$ cat config.mk
export PLATFORM = sky130hd
export DESIGN_NAME = gbp_front
export DESIGN_NICKNAME = d
export VERILOG_FILES = /design/src/rtl/gbp_pkg.sv /design/src/rtl/gbp_front.sv
export SDC_FILE = /design/constraint.sdc
export NUM_CORES = 1
export LEC_CHECK = 0
export ABC_CLOCK_PERIOD_IN_PS = 6800
export BUFFER_PORTS_ARGS = -buffer_cell sky130_fd_sc_hd__clkbuf_2
export CORE_MARGIN = 2
export CORE_UTILIZATION = 53
export CTS_CLUSTER_DIAMETER = 80
export DETAILED_ROUTE_END_ITERATION = 7
export HOLD_SLACK_MARGIN = 0.1
export PLACE_DENSITY_LB_ADDON = 0.05
export REMOVE_ABC_BUFFERS = 1
export SETUP_SLACK_MARGIN = 0.02
export SYNTH_ARGS = -nofsm -noshare
export SYNTH_HDL_FRONTEND = slang
export SYNTH_SLANG_ARGS = --single-unit
export TNS_END_PERCENT = 20
$ cat constraint.sdc
create_clock -name i_clk -period 6.8 [get_ports i_clk]
set_clock_uncertainty 0.05 [all_clocks]
set_input_delay 0.34 -clock i_clk [delete_from_list [all_inputs] [get_ports i_clk]]
set_output_delay 0.34 -clock i_clk [all_outputs]
set_load 0.1 [all_outputs]
$ cat src/rtl/gbp_pkg.sv
// Shared types and constants for the gshare branch predictor.
// No dependencies; the top level, the front end and the back end import this package.
package gbp_pkg;

    localparam int TAG_W       = 64;
    localparam int CTR_W       = 2;
    localparam int ENTRY_W     = TAG_W + CTR_W;
    localparam int CFG_INDEX_W = 1;
    localparam int CFG_DATA_W  = 4;
    localparam int IBITS_W     = 4;
    localparam int HASH_W      = 2;
    localparam int QDEPTH      = 2;
    localparam int QPTR_W      = 1;
    localparam int QCNT_W      = 2;

    localparam logic [CTR_W-1:0] CTR_WEAK_TAKEN = 2'd2;
    localparam logic [CTR_W-1:0] CTR_MAX        = 2'd3;
    localparam logic [CTR_W-1:0] CTR_MIN        = 2'd0;

    localparam logic [IBITS_W-1:0] INDEX_BITS_RESET = 4'd14;

    localparam logic [CFG_INDEX_W-1:0] CFG_INDEX_BITS = 1'b0;
    localparam logic [CFG_INDEX_W-1:0] CFG_HASH_MODE  = 1'b1;

    localparam logic [HASH_W-1:0] HASH_XOR_A2 = 2'd0;
    localparam logic [HASH_W-1:0] HASH_XOR_A0 = 2'd1;
    localparam logic [HASH_W-1:0] HASH_ADD_A2 = 2'd2;

    typedef enum logic [1:0] {
        ST_CLEAR,
        ST_IDLE,
        ST_LOOKUP
    } t_back_state;

    typedef struct packed {
        logic [TAG_W-1:0] addr;
        logic             taken;
        logic             add_op;
    } t_q_entry;

endpackage

$ cat src/rtl/gbp_front.sv
// Front end: takes branch requests, picks the address bits for the hash mode
// and holds them in a two-entry queue for the back end. Uses gbp_pkg.
module gbp_front #(
    parameter int MAX_INDEX_BITS = 14
) (
    input  logic                         i_clk,
    input  logic                         i_rst_n,
    input  logic                         i_in_valid,
    output logic                         o_in_ready,
    input  logic [gbp_pkg::TAG_W-1:0]    i_branch_address,
    input  logic                         i_outcome_taken,
    input  logic [gbp_pkg::HASH_W-1:0]   i_hash_mode,
    input  logic                         i_clearing,
    output logic                         o_q_valid,
    input  logic                         i_q_pop,
    output gbp_pkg::t_q_entry            o_q_entry,
    output logic [MAX_INDEX_BITS-1:0]    o_q_abits
);
    import gbp_pkg::*;

    t_q_entry                  r_q_entry [QDEPTH];
    logic [MAX_INDEX_BITS-1:0] r_q_abits [QDEPTH];
    logic [QPTR_W-1:0]         r_wr_ptr, n_wr_ptr;
    logic [QPTR_W-1:0]         r_rd_ptr, n_rd_ptr;
    logic [QCNT_W-1:0]         r_count, n_count;
    logic                      w_push;
    t_q_entry                  w_entry;
    logic [MAX_INDEX_BITS-1:0] w_abits;

    assign o_in_ready = (r_count != QCNT_W'(QDEPTH)) && !i_clearing;
    assign w_push     = i_in_valid && o_in_ready;

    always_comb begin
        w_entry.addr   = i_branch_address;
        w_entry.taken  = i_outcome_taken;
        w_entry.add_op = 1'b0;
        w_abits        = i_branch_address[MAX_INDEX_BITS+1:2];
        unique case (i_hash_mode)
            HASH_XOR_A0: w_abits = i_branch_address[MAX_INDEX_BITS-1:0];
            HASH_ADD_A2: w_entry.add_op = 1'b1;
            default: w_abits = i_branch_address[MAX_INDEX_BITS+1:2];
        endcase
    end

    always_comb begin
        n_wr_ptr = r_wr_ptr;
        n_rd_ptr = r_rd_ptr;
        n_count  = r_count;
        if (w_push) begin
            n_wr_ptr = r_wr_ptr + 1'b1;
        end
        if (i_q_pop) begin
            n_rd_ptr = r_rd_ptr + 1'b1;
        end
        if (w_push && !i_q_pop) begin
            n_count = r_count + 1'b1;
        end else if (!w_push && i_q_pop) begin
            n_count = r_count - 1'b1;
        end
    end

    always_ff @(posedge i_clk) begin
        if (!i_rst_n) begin
            r_wr_ptr <= '0;
            r_rd_ptr <= '0;
            r_count  <= '0;
        end else begin
            r_wr_ptr <= n_wr_ptr;
            r_rd_ptr <= n_rd_ptr;
            r_count  <= n_count;
        end
    end

    always_ff @(posedge i_clk) begin
        if (w_push) begin
            r_q_entry[r_wr_ptr] <= w_entry;
            r_q_abits[r_wr_ptr] <= w_abits;
        end
    end

    assign o_q_valid = (r_count != '0);
    assign o_q_entry = r_q_entry[r_rd_ptr];
    assign o_q_abits = r_q_abits[r_rd_ptr];
endmodule

==> results of run 1 <==
## registers in the layout (all words and copies together) (netlist names), named ones only
name,flops
r_rd_ptr,1
r_count,2
r_wr_ptr,1
r_q_entry,132
r_q_abits,28
## area by class of cell
class / instances / share of cell area
repair buffers: 215 / 0.166
inverters: 1 / 0.000449
well taps: 143 / 0.0214
clock buffers: 19 / 0.0518
multi-input cells: 115 / 0.151
flip-flops and latches: 165 / 0.588
clock inverters: 13 / 0.0223
## cell families (layout without fill, tap and decap cells)
family,Yosys count,after routing,synth area share
DFF,165,165,0.786
xor gates and xnor gates,3,3,0.00421
buffers and inverters,12,248,0.0142
and+or+nand+nor,14,14,0.0142
adders and majority gates,1,1,0.00200
AOI/OAI and AO/OA,2,2,0.00200
muxes,95,95,0.177
## path summary, 6_finish.rpt
kind / slack [ps] / from / end / depth (start not counted)
setup / recovery: 3990 / r_count[0] / r_q_entry[0][7] / 4
hold / removal: 110 / i_branch_address[11] / r_q_entry[1][13] / 1
setup reg to reg: 3990 / r_count[0] / r_q_entry[0][7] / 4
hold reg to reg: 470 / r_count[1] / r_count[1] / 2
## routing by layer
metal  GRT usage  up-vias  routed length [um]
met5           0        -                   0
met4      0.0772        0                 169
met3      0.0621       13                 638
met2       0.299      106                5610
met1       0.216     1632                4510
li1            -     1596                   -
## metrics by stage
step	power (mW)	worst slack (ps)	std cells
finish	2.79	3990	671
CTS	2.81	3970	671
global route	2.88	3810	671
detailed placement	1.79	3980	578
floorplan	1.70	1940	281
global placement	1.79	4000	578
## where the power goes
| group | total (mW) | switching, mW | leakage [nW] | internal [mW] |
|---|---|---|---|---|
| combinational | 0.592 | 0.457 | 1.36 | 0.135 |
| clock | 0.995 | 0.351 | 0.307 | 0.644 |
| sequential | 1.20 | 0.0304 | 1.51 | 1.17 |
| total | 2.79 | 0.838 | 3.18 | 1.95 |
## cells in the final DEF (no fill, tap or decap), types with 2 or more instances in the layout
cell           netlist  routed
mux2_2              84      84
dlygate4sd3_1        0      61
clkinv_2             0       5
xor2_1               2       2
clkinv_1             0       3
bufinv_16            0       5
clkbuf_1             0       2
mux2_4              10      10
nor2b_1              4       2
clkbuf_16            0      17
and2_1               4       3
clkbuf_2             0     153
edfxtp_1           160     160
dfxtp_1              5       4
==> metrics.txt, run 1 <==
Synth cell types 22; die height 113 um; Post-CTS Setup Inserts 0; worst hold path type in -> reg; Synth Register Bits 165; Final Max Slew Viols 0; Post-synth EDFFs 160; total track usage 0.180; CP arrival 2800 ps; total congestion overflow 0; sequential share of the synthesized area 0.786; routed vias/inst 4.99; CP Capture Type flop; Routed Antenna Nets 0; critical path's slowest cell nor2b_4; number of antenna violations at the first check in global routing 0; routed vias 3347; Least-Margin Pin Slew 1110 ps; Avg Synthesized Cell Area about 21 sq um; Core Box Area 0.0115 sq mm; Synth Cell Area approximately 0.0062 sq mm; Top FF cell, synth edfxtp_1; dpl cell area 0.00712 sq mm; router iterations before antenna repair 4; fmax 356 MHz; Final min period 2810 ps; slew margin rel. 0.258; die area 0.0127 sq mm; CP top delay family simple AND/OR/NAND/NOR gates; CTS Hold Bufs 61; post-layout util 0.728; CP required 6800 ps; layout cell share with drive strength beyond 1 0.532; pin count of the biggest net entering global routing 81; final hold viol count 0; CTS Buf Count 17; Crit path largest cell delay 880 ps; worst hold margin 113 ps; Post-Synthesis Cells roughly 290; worst path cell trace nor2b_1 > nor3b_2 > nor2b_4 > buf_4; vias in the first global route about 3500; TritonCTS clock tree done; Nets between 500 and 600; CTS-repair resized insts 0; register cell area after layout 0.00491 sq mm; HPWL Detailed 6220 um; First DRT Iteration DRCs around 120; Sum Neg Setup Slack 0 ps; area grow syn2layout 33.9%; Setup CP Type reg -> reg; multi-input combinational cell area ~0.0013 sq mm; post-synthesis async set-or-reset flop share 0; top cells by count, synth edfxtp_1 (160), mux2_2 (84), mux2_4 (10), buf_4 (7), dfxtp_1 (5); clock buffer depth 2; Final Cycle Share 0.413; fill cell count 744; final-report setup violation count 0; Yosys top cell area share 0.770; top-count cell post-synth edfxtp_1; max-cap violation count 0; Yosys warning total 0; top cells by area, synth edfxtp_1 (77%), mux2_2 (15%), mux2_4 (2.4%); buffers plus inverters on the worst setup path 1; Layout Cell Area excl Fill approximately 0.0084 sq mm; Clock transition at path regs 60 ps; root buffer cell clkbuf_16; status complete, no violations; type of element launching the critical path flop; clock sinks 165; n_diodes 0; top fanout value on the critical path 47; Initial Utilization 0.544; gpl congestion 0.694; Peak VDD IR 0.218 mV; area leader, netlist edfxtp_1; DR WL/cell 16.3 um; Site Rows 39; Die W 113 um; LEAKAGE 3.18 nW; unrepaired setup endpoints after global routing false; io pins 154; PD cells between 300 and 400 mW/mm^2; Clk Latency, worst-skew pair 410 ps; Routed WL approximately 11000 um; Port-buffer cells 153; first-pass GRT wire length 17300 um; H-tree levels 4; DRC Markers 0
Note: power is estimated with default switching activity, not from simulation.
==> inputs of run 2 (changes only) <==
- ABC_CLOCK_PERIOD_IN_PS: 6800 -> 2400
- CORE_UTILIZATION: 53 -> 48
- clock period: 6.8 -> 2.4 ns (I/O delays scaled with it)
==> metrics.txt, run 2 (synthesized netlist as in run 1, its figures left out) <==
io pins 154 (unchanged); Hold Path Stages 4 (+3); M1 wire length 4700 um (+4.4%); Site Rows 41 (+5.1%); Post-Layout Cell Count 717 (+6.9%); router iterations before antenna repair 4 (unchanged); CP arrival 1930 ps (-870 ps); total congestion overflow 0 (unchanged); TritonCTS clock tree done; pre-CTS setup slack 517 ps (-3460 ps); status complete, no violations; Layout Cell Area excl Fill 0.00858 sq mm (+2.8%); clock buffer depth 2 (unchanged); max reg flops 132 (unchanged); Clk Latency, worst-skew pair 410 ps (about the same); Clock transition at path regs 60 ps (about the same); Initial Utilization 0.492 (-0.0517); fmax 476 MHz; top fanout value on the critical path 36 (-23%); Peak VDD IR 0.462 mV (+110%); Biggest register r_q_entry; Setup CP Type reg -> out; routed vias 3408 (+1.8%); type of element launching the critical path flop; first-pass GRT wire length 17700 um (+2.3%); DR top layer met4; total track usage 0.170 (-0.0103); pin count of the biggest net entering global routing 67 (-17%); DRC Markers 0 (unchanged); die area 0.0139 sq mm (+10%); commonest non-fill, non-tap cell in the layout edfxtp_1; final-report setup violation count 0 (unchanged); vias in the first global route 3601 (+2.1%); layout cell share with drive strength beyond 1 0.525 (-0.00743); CP Capture Type output port; die height 118 um (+4.9%); post-route setup slack 299 ps (-3690 ps); met2 wire len 5830 um (+4.0%); Sum Neg Setup Slack 0 ps (unchanged); total power 7.83 mW (+180%); Post-CTS Setup Inserts 0 (unchanged); Least-Margin Pin Slew 575 ps (-538 ps); root buffer cell clkbuf_16; Routed WL 11400 um (+4.1%); gpl congestion 0.685 (-1.4%); Placed Cells 613 (+6.1%); area grow syn2layout 37.6%; Port-buffer cells 153 (unchanged); routed vias/inst 4.75 (-4.7%); Final Cycle Share 0.875; Nets 605 (+2.9%); number of antenna violations at the first check in global routing 0 (unchanged); DR WL met3 691 um (+8.3%); worst hold path type in -> reg; post-layout util 0.677 (-0.0510); DR WL/cell 15.9 um (-2.5%); PD cells 913 mW/mm^2 (+170%); leading cell types in the layout, fill and taps excluded edfxtp_1 (160), clkbuf_2 (153), mux2_2 (84); Routed Antenna Nets 0 (unchanged); unrepaired setup endpoints after global routing false; HPWL Detailed 6900 um (+11%); R2R cell count 4 (unchanged); H-tree levels 4 (unchanged); Final Max Slew Viols 0 (unchanged); slew margin rel. 0.619 (+0.360); worst hold margin 331 ps (+218 ps); Final min period ~2100 ps; CP required 2230 ps (-4570 ps); final hold viol count 0 (unchanged); Largest regs r_q_entry (132), r_q_abits (28), r_count (2); n_diodes 0 (unchanged); Die W 118 um (+4.9%); dpl cell area 0.00727 sq mm (+2.0%); Core Box Area 0.0127 sq mm (+10%); fill cell count 906 (+22%); LEAKAGE 3.26 nW (+2.6%); First DRT Iteration DRCs 201 (+69%); clock sinks 165 (unchanged); max-cap violation count 0 (unchanged); CTS Buf Count 17 (unchanged)
run 2: cell types whose count changed in the layout (fill, tap and decap cells not counted):
cell           delta
clkinv_2          -1
clkinv_1          +1
bufinv_16         -1
buf_4             +1
buf_12            +5
clkinvlp_4        +1
dlygate4sd3_1    +11
run 2: repair_timing:
| item | 4_1_cts | 5_1_grt |
|---|---|---|
| gates resized for setup | 0 | 0 |
| endpoints found under the hold margin | 165 | 0 |
| hold buffers | 72 | 0 |
run 2: routing by layer:
metal,up-vias,track usage
li1,1636,-
met1,1654,0.193
met2,104,0.292
met3,14,0.0610
met4,0,0.0700
met5,-,0
run 2: where the power goes:
group	internal [mW]	total, mW	leakage [nW]	switching (mW)
clock	1.72	2.70	0.290	0.985
sequential	3.32	3.37	1.51	0.0429
combinational	0.418	1.77	1.46	1.35
run 2: worst paths after layout:
kind                  start               end  slack (ps)
max reg2reg      r_count[0]  r_q_entry[1][17]         610
min          i_hash_mode[1]   r_q_abits[1][9]         330
min reg2reg      r_count[1]        r_count[1]         450
max                    flop     o_q_entry[12]         300
run 2: worst max-delay path, stage by stage, from the launching register on:
cell      delay (ps)
dfxtp_4          480
buf_12           260
mux2_2           370
clkbuf_2         370
run 2: cell type report:
cell class	instances	area [sq um]	area share
tap	172	215	0.0251
clock inverter	13	163	0.0190
clock buffer	19	433	0.0504
timing repair buffer	232	1600	0.187
inverter	1	3.75	0.000437
multi-input combinational	115	1260	0.147
sequential	165	4910	0.572
